--- src/design/kar_pkg.sv ---
package kar_pkg;

  localparam int unsigned MAX_ENTRIES_DEF = 32;

  localparam logic [7:0] FMT_HVAL     = 8'h03;
  localparam logic [7:0] FMT_SVAL     = 8'h04;
  localparam logic [7:0] ATTR_CBANK   = 8'h0a;
  localparam logic [7:0] ATTR_PSIZE   = 8'h19;
  localparam logic [7:0] ATTR_PINFO   = 8'h17;
  localparam logic [7:0] ATTR_THREADS = 8'h05;
  localparam int unsigned WIDTH_SHIFT = 18;

  localparam logic [2:0] HDR_LEN  = 3'd4;
  localparam int unsigned PAY_KEEP = 12;

  localparam logic [2:0] KIND_NONE    = 3'd0;
  localparam logic [2:0] KIND_BANK    = 3'd1;
  localparam logic [2:0] KIND_PSIZE   = 3'd2;
  localparam logic [2:0] KIND_ENTRY   = 3'd3;
  localparam logic [2:0] KIND_THREADS = 3'd4;
  localparam logic [2:0] KIND_IGNORED = 3'd5;

  localparam logic [1:0] ST_OK      = 2'd0;
  localparam logic [1:0] ST_OVERRUN = 2'd1;
  localparam logic [1:0] ST_RANGE   = 2'd2;

  typedef struct packed {
    logic [7:0] data_byte;
    logic       last_byte;
  } in_item_t;

  typedef struct packed {
    logic [2:0]  update_kind;
    logic [15:0] bank_base;
    logic [15:0] bank_size;
    logic [4:0]  entry_index;
    logic [15:0] entry_offset;
    logic [13:0] entry_width;
    logic [5:0]  entry_count;
    logic [31:0] thread_limit;
    logic        section_done;
    logic [1:0]  status;
  } out_item_t;

  // controller to datapath
  typedef struct packed {
    logic accept;
    logic load_acc;
    logic mul_lo;
    logic mul_hi;
    logic load_thr;
    logic move;
  } dp_cmd_t;

  // datapath to controller
  typedef struct packed {
    logic emit;
    logic thr_start;
  } dp_stat_t;

endpackage

--- src/design/kar_in_if.sv ---
interface kar_in_if;
  logic               valid;
  logic               ready;
  kar_pkg::in_item_t  data;

  modport source (output valid, output data, input ready);
  modport sink (input valid, input data, output ready);
endinterface

--- src/design/kar_out_if.sv ---
interface kar_out_if;
  logic               valid;
  logic               ready;
  kar_pkg::out_item_t data;

  modport source (output valid, output data, input ready);
  modport sink (input valid, input data, output ready);
endinterface

--- src/design/kernel_attribute_record_parser_top.sv ---
// Takes one section byte per cycle while no max-threads result is being formed and the pending stage is free.
// The byte ending a max-threads record holds off further input while two 32x32
// multiplies run in turn on one multiplier stage each and the result is then formed.
// A pending stage and an output register sit between the parser and the result port.
// rst_n is synchronous, active low, and clears the control and parse state but not the result
// data registers; the parse state also clears after the result of the last byte of a section.
module kernel_attribute_record_parser_top #(
  parameter int unsigned MAX_ENTRIES = kar_pkg::MAX_ENTRIES_DEF
) (
  input logic      clk,
  input logic      rst_n,
  kar_in_if.sink   in_item,
  kar_out_if.source out_item
);
  import kar_pkg::*;

  dp_cmd_t  cmd;
  dp_stat_t stat;

  kar_ctrl u_ctrl (
    .clk       (clk),
    .rst_n     (rst_n),
    .in_valid  (in_item.valid),
    .in_ready  (in_item.ready),
    .out_valid (out_item.valid),
    .out_ready (out_item.ready),
    .stat      (stat),
    .cmd       (cmd)
  );

  kar_datapath #(
    .MAX_ENTRIES (MAX_ENTRIES)
  ) u_datapath (
    .clk      (clk),
    .rst_n    (rst_n),
    .in_data  (in_item.data),
    .cmd      (cmd),
    .stat     (stat),
    .out_data (out_item.data)
  );
endmodule

--- src/design/kar_ctrl.sv ---
module kar_ctrl (
  input  logic              clk,
  input  logic              rst_n,
  input  logic              in_valid,
  output logic              in_ready,
  output logic              out_valid,
  input  logic              out_ready,
  input  kar_pkg::dp_stat_t stat,
  output kar_pkg::dp_cmd_t  cmd
);
  import kar_pkg::*;

  localparam logic [1:0] S_IDLE = 2'd0;
  localparam logic [1:0] S_MUL1 = 2'd1;
  localparam logic [1:0] S_MUL2 = 2'd2;
  localparam logic [1:0] S_EMIT = 2'd3;

  logic [1:0] state_r, state_nxt;
  logic       pend_valid_r, pend_valid_nxt;
  logic       out_valid_r, out_valid_nxt;
  logic       slot_free, move, pend_free, accept, load_thr;

  assign slot_free = !out_valid_r || out_ready;
  assign move      = pend_valid_r && slot_free;
  assign pend_free = !pend_valid_r || move;
  assign in_ready  = (state_r == S_IDLE) && pend_free;
  assign accept    = in_valid && in_ready;
  assign load_thr  = (state_r == S_EMIT) && pend_free;
  assign out_valid = out_valid_r;

  always_comb begin
    cmd          = '0;
    cmd.accept   = accept;
    cmd.load_acc = accept && stat.emit;
    cmd.mul_lo   = (state_r == S_MUL1);
    cmd.mul_hi   = (state_r == S_MUL2);
    cmd.load_thr = load_thr;
    cmd.move     = move;
  end

  always_comb begin
    state_nxt = state_r;
    case (state_r)
      S_IDLE: begin
        if (accept && stat.thr_start) state_nxt = S_MUL1;
      end
      S_MUL1: state_nxt = S_MUL2;
      S_MUL2: state_nxt = S_EMIT;
      S_EMIT: begin
        if (pend_free) state_nxt = S_IDLE;
      end
      default: state_nxt = S_IDLE;
    endcase
  end

  assign pend_valid_nxt = (pend_valid_r && !move) || cmd.load_acc || load_thr;
  assign out_valid_nxt  = (out_valid_r && !out_ready) || move;

  always_ff @(posedge clk) begin
    if (!rst_n) begin
      state_r      <= S_IDLE;
      pend_valid_r <= 1'b0;
      out_valid_r  <= 1'b0;
    end else begin
      state_r      <= state_nxt;
      pend_valid_r <= pend_valid_nxt;
      out_valid_r  <= out_valid_nxt;
    end
  end
endmodule

--- src/design/kar_datapath.sv ---
module kar_datapath #(
  parameter int unsigned MAX_ENTRIES = kar_pkg::MAX_ENTRIES_DEF
) (
  input  logic               clk,
  input  logic               rst_n,
  input  kar_pkg::in_item_t  in_data,
  input  kar_pkg::dp_cmd_t   cmd,
  output kar_pkg::dp_stat_t  stat,
  output kar_pkg::out_item_t out_data
);
  import kar_pkg::*;

  localparam logic [15:0] ENT_LIMIT = 16'(MAX_ENTRIES);

  logic [2:0]  header_pos_r, header_pos_nxt;
  logic [7:0]  fmt_r, fmt_nxt;
  logic [7:0]  attr_r, attr_nxt;
  logic [15:0] value_r, value_nxt;
  logic [15:0] left_r, left_nxt;
  logic [3:0]  pos_r, pos_nxt;
  logic [7:0]  pay_r [PAY_KEEP];
  logic [7:0]  pay_nxt [PAY_KEEP];
  logic [15:0] base_r, base_nxt;
  logic [15:0] size_r, size_nxt;
  logic [5:0]  count_r, count_nxt;
  logic [31:0] threads_r;
  logic        skip_r, skip_nxt;
  logic        last_r;
  logic [31:0] prod_r;
  out_item_t   pend_r, out_r, res_acc;

  logic        finish, thr_start, clr_acc, clr_thr;
  logic [1:0]  status_c;
  logic [2:0]  kind_c;
  logic [4:0]  idx_c;
  logic [15:0] off_c, plen, ord;
  logic [31:0] word_c;
  logic [13:0] wid_c;
  logic [8:0]  cnt_n;
  logic [5:0]  cnt_sat;
  logic [31:0] w0, w1, w2;

  assign w0 = {pay_r[3], pay_r[2], pay_r[1], pay_r[0]};
  assign w1 = {pay_r[7], pay_r[6], pay_r[5], pay_r[4]};
  assign w2 = {pay_r[11], pay_r[10], pay_r[9], pay_r[8]};

  always_comb begin
    header_pos_nxt = header_pos_r;
    fmt_nxt        = fmt_r;
    attr_nxt       = attr_r;
    value_nxt      = value_r;
    left_nxt       = left_r;
    pos_nxt        = pos_r;
    pay_nxt        = pay_r;
    base_nxt       = base_r;
    size_nxt       = size_r;
    count_nxt      = count_r;
    skip_nxt       = skip_r;
    finish         = 1'b0;
    status_c       = ST_OK;
    kind_c         = KIND_NONE;
    idx_c          = '0;
    off_c          = '0;
    wid_c          = '0;
    thr_start      = 1'b0;
    cnt_n          = '0;
    cnt_sat        = '0;

    if (skip_r) begin
      // drop bytes until the last one
    end else if (header_pos_r < HDR_LEN) begin
      case (header_pos_r)
        3'd0:    fmt_nxt = in_data.data_byte;
        3'd1:    attr_nxt = in_data.data_byte;
        3'd2:    value_nxt[7:0] = in_data.data_byte;
        default: value_nxt[15:8] = in_data.data_byte;
      endcase
      header_pos_nxt = header_pos_r + 3'd1;
      if (header_pos_nxt == HDR_LEN) begin
        left_nxt = (fmt_nxt == FMT_SVAL) ? value_nxt : 16'd0;
        pos_nxt  = '0;
        if (left_nxt == 16'd0) finish = 1'b1;
        else if (in_data.last_byte) status_c = ST_OVERRUN;
      end
    end else begin
      if (pos_r < 4'(PAY_KEEP)) begin
        pay_nxt[pos_r] = in_data.data_byte;
        pos_nxt        = pos_r + 4'd1;
      end
      left_nxt = left_r - 16'd1;
      if (left_nxt == 16'd0) finish = 1'b1;
      else if (in_data.last_byte) status_c = ST_OVERRUN;
    end

    plen   = (fmt_nxt == FMT_SVAL) ? value_nxt : 16'd0;
    ord    = {pay_nxt[5], pay_nxt[4]};
    word_c = {pay_nxt[11], pay_nxt[10], pay_nxt[9], pay_nxt[8]};

    if (finish) begin
      header_pos_nxt = '0;
      if (attr_nxt == ATTR_CBANK && plen >= 16'd8) begin
        base_nxt = ord;
        if (size_r == 16'd0) size_nxt = {pay_nxt[7], pay_nxt[6]};
        kind_c = KIND_BANK;
      end else if (attr_nxt == ATTR_PSIZE && fmt_nxt == FMT_HVAL) begin
        size_nxt = value_nxt;
        kind_c   = KIND_PSIZE;
      end else if (attr_nxt == ATTR_PINFO && plen >= 16'd12) begin
        if (ord >= ENT_LIMIT) begin
          status_c = ST_RANGE;
          if (!in_data.last_byte) skip_nxt = 1'b1;
        end else begin
          cnt_n   = ord[8:0] + 9'd1;
          cnt_sat = (cnt_n > 9'd63) ? 6'd63 : cnt_n[5:0];
          if (cnt_sat > count_r) count_nxt = cnt_sat;
          kind_c = KIND_ENTRY;
          idx_c  = ord[4:0];
          off_c  = {pay_nxt[7], pay_nxt[6]};
          wid_c  = word_c[WIDTH_SHIFT +: 14];
        end
      end else if (attr_nxt == ATTR_THREADS && plen >= 16'd12) begin
        thr_start = 1'b1;
      end else begin
        kind_c = KIND_IGNORED;
      end
    end
  end

  assign stat.thr_start = thr_start;
  assign stat.emit = !thr_start && (finish || status_c != ST_OK || in_data.last_byte);

  always_comb begin
    res_acc.update_kind  = kind_c;
    res_acc.bank_base    = base_nxt;
    res_acc.bank_size    = size_nxt;
    res_acc.entry_index  = idx_c;
    res_acc.entry_offset = off_c;
    res_acc.entry_width  = wid_c;
    res_acc.entry_count  = count_nxt;
    res_acc.thread_limit = threads_r;
    res_acc.section_done = in_data.last_byte;
    res_acc.status       = status_c;
  end

  // at a section end, a max-threads record clears only once its result is loaded into the pending stage
  assign clr_acc = cmd.accept && in_data.last_byte && !thr_start;
  assign clr_thr = cmd.load_thr && last_r;

  always_ff @(posedge clk) begin
    if (!rst_n || clr_acc || clr_thr) begin
      header_pos_r <= '0;
      fmt_r        <= '0;
      attr_r       <= '0;
      value_r      <= '0;
      left_r       <= '0;
      pos_r        <= '0;
      for (int i = 0; i < PAY_KEEP; i++) pay_r[i] <= '0;
      base_r       <= '0;
      size_r       <= '0;
      count_r      <= '0;
      threads_r    <= '0;
      skip_r       <= 1'b0;
    end else begin
      if (cmd.accept) begin
        header_pos_r <= header_pos_nxt;
        fmt_r        <= fmt_nxt;
        attr_r       <= attr_nxt;
        value_r      <= value_nxt;
        left_r       <= left_nxt;
        pos_r        <= pos_nxt;
        pay_r        <= pay_nxt;
        base_r       <= base_nxt;
        size_r       <= size_nxt;
        count_r      <= count_nxt;
        skip_r       <= skip_nxt;
      end
      if (cmd.mul_hi) threads_r <= prod_r * w2;
    end
  end

  always_ff @(posedge clk) begin
    if (cmd.accept) last_r <= in_data.last_byte;
    if (cmd.mul_lo) prod_r <= w0 * w1;
    if (cmd.load_acc) begin
      pend_r <= res_acc;
    end else if (cmd.load_thr) begin
      pend_r.update_kind  <= KIND_THREADS;
      pend_r.bank_base    <= base_r;
      pend_r.bank_size    <= size_r;
      pend_r.entry_index  <= '0;
      pend_r.entry_offset <= '0;
      pend_r.entry_width  <= '0;
      pend_r.entry_count  <= count_r;
      pend_r.thread_limit <= threads_r;
      pend_r.section_done <= last_r;
      pend_r.status       <= ST_OK;
    end
    if (cmd.move) out_r <= pend_r;
  end

  assign out_data = out_r;
endmodule
--- src/flat_wrapper.sv ---
// flat-port wrapper written by rule: the top's interface ports become plain ports
module kernel_attribute_record_parser_top_flat import kar_pkg::*;
#(
  parameter int unsigned MAX_ENTRIES = kar_pkg::MAX_ENTRIES_DEF
)
  (clk, rst_n, in_item_valid, in_item_data, in_item_ready, out_item_valid, out_item_data, out_item_ready);
  kar_in_if in_item_i ();
  kar_out_if out_item_i ();
  input logic clk;
  input logic rst_n;
  input wire logic [$bits(in_item_i.valid)-1:0] in_item_valid;
  input wire logic [$bits(in_item_i.data)-1:0] in_item_data;
  output wire logic [$bits(in_item_i.ready)-1:0] in_item_ready;
  output wire logic [$bits(out_item_i.valid)-1:0] out_item_valid;
  output wire logic [$bits(out_item_i.data)-1:0] out_item_data;
  input wire logic [$bits(out_item_i.ready)-1:0] out_item_ready;
  assign in_item_i.valid = in_item_valid;
  assign in_item_i.data = in_item_data;
  assign in_item_ready = in_item_i.ready;
  assign out_item_valid = out_item_i.valid;
  assign out_item_data = out_item_i.data;
  assign out_item_i.ready = out_item_ready;
  kernel_attribute_record_parser_top #(.MAX_ENTRIES(MAX_ENTRIES)) u_core (.clk(clk), .rst_n(rst_n), .in_item(in_item_i), .out_item(out_item_i));
endmodule
--- config.mk ---
export PLATFORM = sky130hd
export DESIGN_NAME = kernel_attribute_record_parser_top_flat
export DESIGN_NICKNAME = d
export VERILOG_FILES = /design/src/design/kar_pkg.sv /design/src/design/kar_in_if.sv /design/src/design/kar_out_if.sv /design/src/design/kernel_attribute_record_parser_top.sv /design/src/design/kar_ctrl.sv /design/src/design/kar_datapath.sv /design/src/flat_wrapper.sv
export SDC_FILE = /design/constraint.sdc
export NUM_CORES = 2
export LEC_CHECK = 0
export BUFFER_PORTS_ARGS = -buffer_cell sky130_fd_sc_hd__buf_4
export CORE_AREA = 2 2 321 323
export CTS_CLUSTER_SIZE = 16
export DETAILED_ROUTE_END_ITERATION = 6
export DIE_AREA = 0 0 323 325
export GPL_ROUTABILITY_DRIVEN = 0
export PLACE_DENSITY = 0.68
export SLEW_MARGIN = 15
export SYNTH_ARGS = -nofsm -noshare
export SYNTH_HDL_FRONTEND = slang
export SYNTH_SLANG_ARGS = --single-unit
--- constraint.sdc ---
create_clock -name clk -period 8.9 [get_ports clk]
set_clock_uncertainty 0.2 [all_clocks]
set_input_delay 1.335 -clock clk [delete_from_list [all_inputs] [get_ports clk]]
set_output_delay 1.335 -clock clk [all_outputs]
set_load 0.05 [all_outputs]
# Word-level counts from Yosys, hierarchy flattened
# Index checks and enable logic that the tools add are counted.
# totals
regBits,481
input_bits,13
output_inout_bits,113
wordCells,227
# classes
addsub,4
n_mul,2
n_lt_le_gt_ge,9
eq_ne,17
n_mux,92
n_bitwise,6
n_reduce_logical,48
# ops
op,count
16-bit 2-to-1 mux,17
111-bit 2-to-1 mux,2
64-bit 2-to-1 mux,3
8-bit 2-to-1 mux,15
96-bit bitwise mux,1
14-bit 2-to-1 mux,5
32-bit by 32-bit multiplier with 32-bit output,2
16-bit logical NOT,3
6-bit 2-to-1 mux,7
8-bit demux with 4-bit select,1
"16-bit by 4-bit greater-or-equal comparator with 1-bit output, second input constant",2
5-bit 2-to-1 mux,5
"8-bit by 3-bit equality test with 1-bit output, second input constant",3
3-bit 2-to-1 mux,8
2-bit 2-to-1 mux,11
1-bit logical AND,17
"8-bit by 5-bit equality test with 1-bit output, second input constant",2
"16-bit by 6-bit greater-or-equal comparator with 1-bit output, second input constant",1
"16-bit by 1-bit subtractor with 16-bit output, second input constant",1
1-bit 2-to-1 mux,13
4-bit 2-to-1 mux,3
"9-bit by 1-bit adder with 9-bit output, second input constant",1
"9-bit by 6-bit > comparator with 1-bit output, second input constant",1
1-bit logical OR,9
28 further kinds,45

# Logic depth before layout (Yosys ltp)
# depth
ltp_word,23
ltp_mapped,27
ltp_nobuf,25

# Modules after synthesis
# Synthesis repeated with hierarchy kept, for this count alone.
# hier_totals
cells_unflattened,5204
area_unflattened_um2,50953.9
# by_module_without_submodules
mod,instances,cells_each,area_each_um2,seq_area_each_um2
kar_datapath,1,5166,50619.8,12101.6
kar_ctrl,1,38,334.1,80.1

# Least setup slack after synthesis
# Ideal clock, no wire load.
# synth_timing
kind,register to register
from,reg u_core.u_datapath.prod_r[15]
to,reg u_core.u_datapath.threads_r[30]
setup_ns,0.124
arrival_ns,6.850
required_time_ns,8.576
slack_ns,1.727
stages_incl_launch_ff,25
path_buffers,1
synth_period_minus_slack_ns,7.173
path_cell_list,edfxtp_1 clkbuf_1 and2_1 fa_1 inv_1 fa_1 fa_1 fa_1 inv_1 fa_1 inv_1 fa_1 inv_1 fa_1 fa_1 ha_1 a21o_1 a21oi_1 o21bai_1 o21bai_1 o41ai_1 o22ai_1 o211ai_1 mux2i_1 nand3_1
# synth_between
elab_chain_cells,1
# synth_lines
element,line_no,rtl
start: declaration,kar_datapath.sv:29,logic [31:0] prod_r;
start signal: assignment,kar_datapath.sv:183,if (cmd.mul_lo) prod_r <= w0 * w1;
32-bit by 32-bit multiplier with 32-bit output,kar_datapath.sv:177,if (cmd.mul_hi) threads_r <= prod_r * w2;
end signal: assignment,kar_datapath.sv:177,
end: declaration,kar_datapath.sv:26,logic [31:0] threads_r;
# Every way passes these cells.
# A chain may end at the register's enable or synchronous reset.

# Worst setup path in the final report
# layout_timing
from,reg u_core.u_datapath.pay_r[48] (netlist name)
to,"reg u_core.u_datapath.prod_r[30], data pin"
# layout_between
elab_chain_cells,1
# layout_lines
element,line_no,rtl
start: declaration,kar_datapath.sv:21,logic [7:0] pay_r [PAY_KEEP];
start signal: assignment,kar_datapath.sv:171,pay_r <= pay_nxt;
32-bit by 32-bit multiplier with 32-bit output,kar_datapath.sv:183,
# Every way passes these cells.

==> impl_metrics.py <==
metrics = {
    "cts": {
        "post_cts_buffers": 0,
        "cts.clk_slew.worst_paths_ns": 0.07,
        "cts_buffers": 52,
        "postCtsHoldBufs": 0,
        "cts_buffer_depth": 3,
        "clock_latency_ns": 0.65,
        "cts_resized": 0,
        "cts-root-buf": "clkbuf_16",
        "htree_levels": 2,
        "cts.sinks": 481,
        "cts_tree": "built",
    },
    "setup_path": {
        "regToRegEndpoint": "u_core.u_datapath.prod_r[30]$_DFFE_PN_",
        "cp-endpoint": "u_core.u_datapath.prod_r[30]$_DFFE_PN_",
        "worst_ep_arrival_time_ns": 8.59,
        "cp-start-kind": "register",
        "reg2reg_from": "u_core.u_datapath.pay_r[48]$_SDFFE_PP0P_",
        "path_delay_family": "adder cells",
        "crit_cells": 21,
        "cp_max_fo": 18,
        "crit_path_cell_trace": "nand2_1 -> fa_1 -> inv_1 -> fa_1 -> fa_1 -> inv_1 -> fa_1 -> inv_1 -> fa_1 -> fa_1 -> fa_1 -> fa_1 -> ha_1 -> a21o_1 -> a21o_1 -> a211oi_1 -> o21ai_0 -> nand2_1 -> o21ai_0 -> o41a_1 -> o311ai_0",
        "required_ns": 9.02,
        "path_class": "reg -> reg",
        "crit_buf_inv": 3,
        "slowest_stage": "dfxtp_1",
        "crit_path_start": "u_core.u_datapath.pay_r[48]$_SDFFE_PP0P_",
        "reg2reg_slack_ns": 0.44,
        "slowest_delay_ns": 1.16,
        "r2r_cells": 21,
        "critPathMostFrequentCell": "fa_1",
        "cp-end-kind": "register",
    },
    "finish": {
        "drive_above_1_share_pct": 6.58,
        "seqCellArea_mm2": 0.0122,
        "num-nets-final": 6255,
        "final.fill_count": 9027,
        "final_cell_mix": "inv_1, fa_1, nand2_1, and2_1, ha_1",
        "multi_input_area_mm2": 0.0341,
        "final_cell_area_mm2": 0.0546,
        "final_cells": 6567,
        "final_common_cell": "inv_1",
        "antennaDiodeCount": 0,
        "areaGrowthSynthToFinish_pct": 8.05,
        "fin_util_pct": 53.9,
    },
    "sta": {
        "min_period_ns": 8.46,
        "setup_viol": 0,
        "hold_ws_ns": 0.214,
        "fin_setup_tns_ns": 0,
        "hold_viol": 0,
        "tightest_slew_ns": 1.27,
        "grt_setup_unrepaired": "false",
        "relSlewSlack_pct": 15.4,
        "fmax_ghz": 0.118,
        "maxSlewViolCount": 0,
        "post-route-period-util_pct": 95.1,
    },
    "place": {
        "portBuffers": 125,
        "dpl.cell_count": 6469,
        "dpl_cell_area_mm2": 0.0527,
        "dp_hpwl_um": 102000,
    },
    "floorplan": {
        "die_x_um": 323,
        "dieArea_mm2": 0.105,
        "ios": 126,
        "row_count": 117,
        "die_h_um": 325,
        "start_util_pct": 49.8,
        "core_mm2": 0.101,
    },
    "job": {
        "maxCapViolations": 0,
    },
    "synthesis": {
        "ys_ff_latch": 481,
        "syn_avg_cell_area_um2": 9.74,
        "synth_cells": 5186,
        "ys_types": 87,
        "synth-edff-count": 255,
        "yosysTopAreaCell": "fa_1",
        "syn_area_mm2": 0.0505,
        "async_flop_share_pct": 0,
        "yosysWarnings": 0,
        "syn_nets": 6286,
        "synth-seq-area-share_pct": 24.1,
        "synthFlopType": "edfxtp_1",
        "synth_top_cell_area_share_pct": 32.3,
        "yosys-top-cells-area": "fa_1, edfxtp_1, dfxtp_1, and2_1, ha_1",
    },
    "power_and_ir_drop": {
        "ir_worst_vdd_mv": 0.150,
        "powerDensity_mw_per_mm2": 90.9,
        "p_leak_nw": 24.3,
    },
    "drt": {
        "ant_nets": 0,
        "dr.pass1.iters": 7,
        "vias": 35800,
        "drc": 0,
        "initialDrtViolationCount": 2866,
        "wl_um": 135000,
        "wl_per_cell_um": 20.5,
        "drt-vias-per-instance": 5.46,
    },
    "outcome": {
        "status": "completed",
    },
    "global_routing": {
        "track_usage_pct": 26.0,
        "overflow": 0,
        "grt_pass1_vias": 37300,
        "antenna_found_initial": 6,
        "grt_max_degree": 194,
        "grt_pass1_wl_um": 212000,
    },
    "hold_path": {
        "hp-start": "u_core.u_datapath.pend_r[50]$_SDFFCE_PP0P_",
        "hold_class": "reg -> reg",
    },
}
## stage by stage
stage / worst slack [ns] / power [mW]
2_1_floorplan: 1.73 / 2.62
3_3_place_gp: 0.613 / 2.72
3_5_place_dp: 0.569 / 2.72
4_1_cts: 0.513 / 5.00
5_1_grt: 0.0955 / 5.10
6_report: 0.436 / 4.96
## cell usage after synthesis (4+ instances only)
cell / count
nand2b_1: 16
nand3b_1: 6
o21ai_0: 94
a32oi_1: 4
ha_1: 271
o21bai_1: 11
a21o_1: 17
nand2_1: 674
buf_2: 28
nor3b_1: 7
a211oi_1: 33
a21oi_1: 208
and2_1: 648
o211ai_1: 5
fa_1: 816
nand4_1: 12
o22a_1: 5
o22ai_1: 12
a221oi_1: 5
mux2_2: 9
clkbuf_1: 265
inv_1: 818
o31ai_1: 10
a22oi_1: 14
or4_1: 10
mux2i_1: 102
xor2_1: 36
nor3_1: 30
nand3_1: 76
o21a_1: 12
xnor2_1: 139
edfxtp_1: 255
nor4_1: 19
dfxtp_1: 226
a31oi_1: 9
nor2_1: 187
or3_1: 9
and3_1: 13
nor2b_1: 4
## area by class of cell
class	instances	area share (%)
clock buffer	72	2.71
clock inverter	26	0.633
inverter	820	5.64
multi-input combinational	3586	62.5
sequential	481	22.3
tap	1368	3.14
timing repair buffer	214	3.01
## routing by layer
metal	GRT usage [%]	vias to the layer above	routed length [um]
li1	-	16000	-
met1	35.2	18300	56500
met2	43.6	1266	65100
met3	3.46	259	8790
met4	7.93	8	4170
met5	0	-	52
## registers in the layout, summed over array words and instances (netlist names)
| signal | flops |
|---|---|
| u_core.u_ctrl.out_valid | 1 |
| u_core.u_ctrl.pend_valid_r | 1 |
| u_core.u_ctrl.state_r | 2 |
| u_core.u_datapath.attr_r | 8 |
| u_core.u_datapath.base_r | 16 |
| u_core.u_datapath.count_r | 6 |
| u_core.u_datapath.fmt_r | 8 |
| u_core.u_datapath.header_pos_r | 3 |
| u_core.u_datapath.last_r | 1 |
| u_core.u_datapath.left_r | 16 |
| u_core.u_datapath.out_data | 111 |
| u_core.u_datapath.pay_r | 96 |
| u_core.u_datapath.pend_r | 111 |
| u_core.u_datapath.pos_r | 4 |
| u_core.u_datapath.prod_r | 32 |
| u_core.u_datapath.size_r | 16 |
| u_core.u_datapath.skip_r | 1 |
| u_core.u_datapath.threads_r | 32 |
| u_core.u_datapath.value_r | 16 |
## worst min-delay path by stage
| stage | to | slack, ns | cells after the start |
|---|---|---|---|
| final | u_core.u_datapath.out_data[50]$_DFFE_PP_ | 0.21 | 0 |
| after global routing | u_core.u_datapath.out_data[11]$_DFFE_PP_ | 0.22 | 0 |
| after CTS | u_core.u_datapath.out_data[11]$_DFFE_PP_ | 0.22 | 0 |
| after detailed placement | u_core.u_datapath.out_data[11]$_DFFE_PP_ | 0.20 | 0 |
| after global placement | u_core.u_datapath.out_data[23]$_DFFE_PP_ | 0.20 | 0 |
| after floorplan | u_core.u_datapath.out_data[0]$_DFFE_PP_ | 0.20 | 0 |
## cell families (layout without fill, tap and decap cells)
logic type	Yosys count	in the layout	share of synthesized area, %
and+or+nand+nor	1737	1737	17.3
buffers and inverters	1119	1132	8.42
adders and majority gates	1087	1087	39.1
DFF	481	481	24.1
AOI/OAI and AO/OA	474	474	5.81
xor gates and xnor gates	175	175	3.04
muxes	113	113	2.27
## power breakdown
group | total [mW] | internal [mW] | switching (mW)
clock network | 2.29 | 1.32 | 0.963
logic | 0.270 | 0.0645 | 0.206
registers | 2.41 | 2.37 | 0.0326
Note: power is estimated with default switching activity, not from simulation.
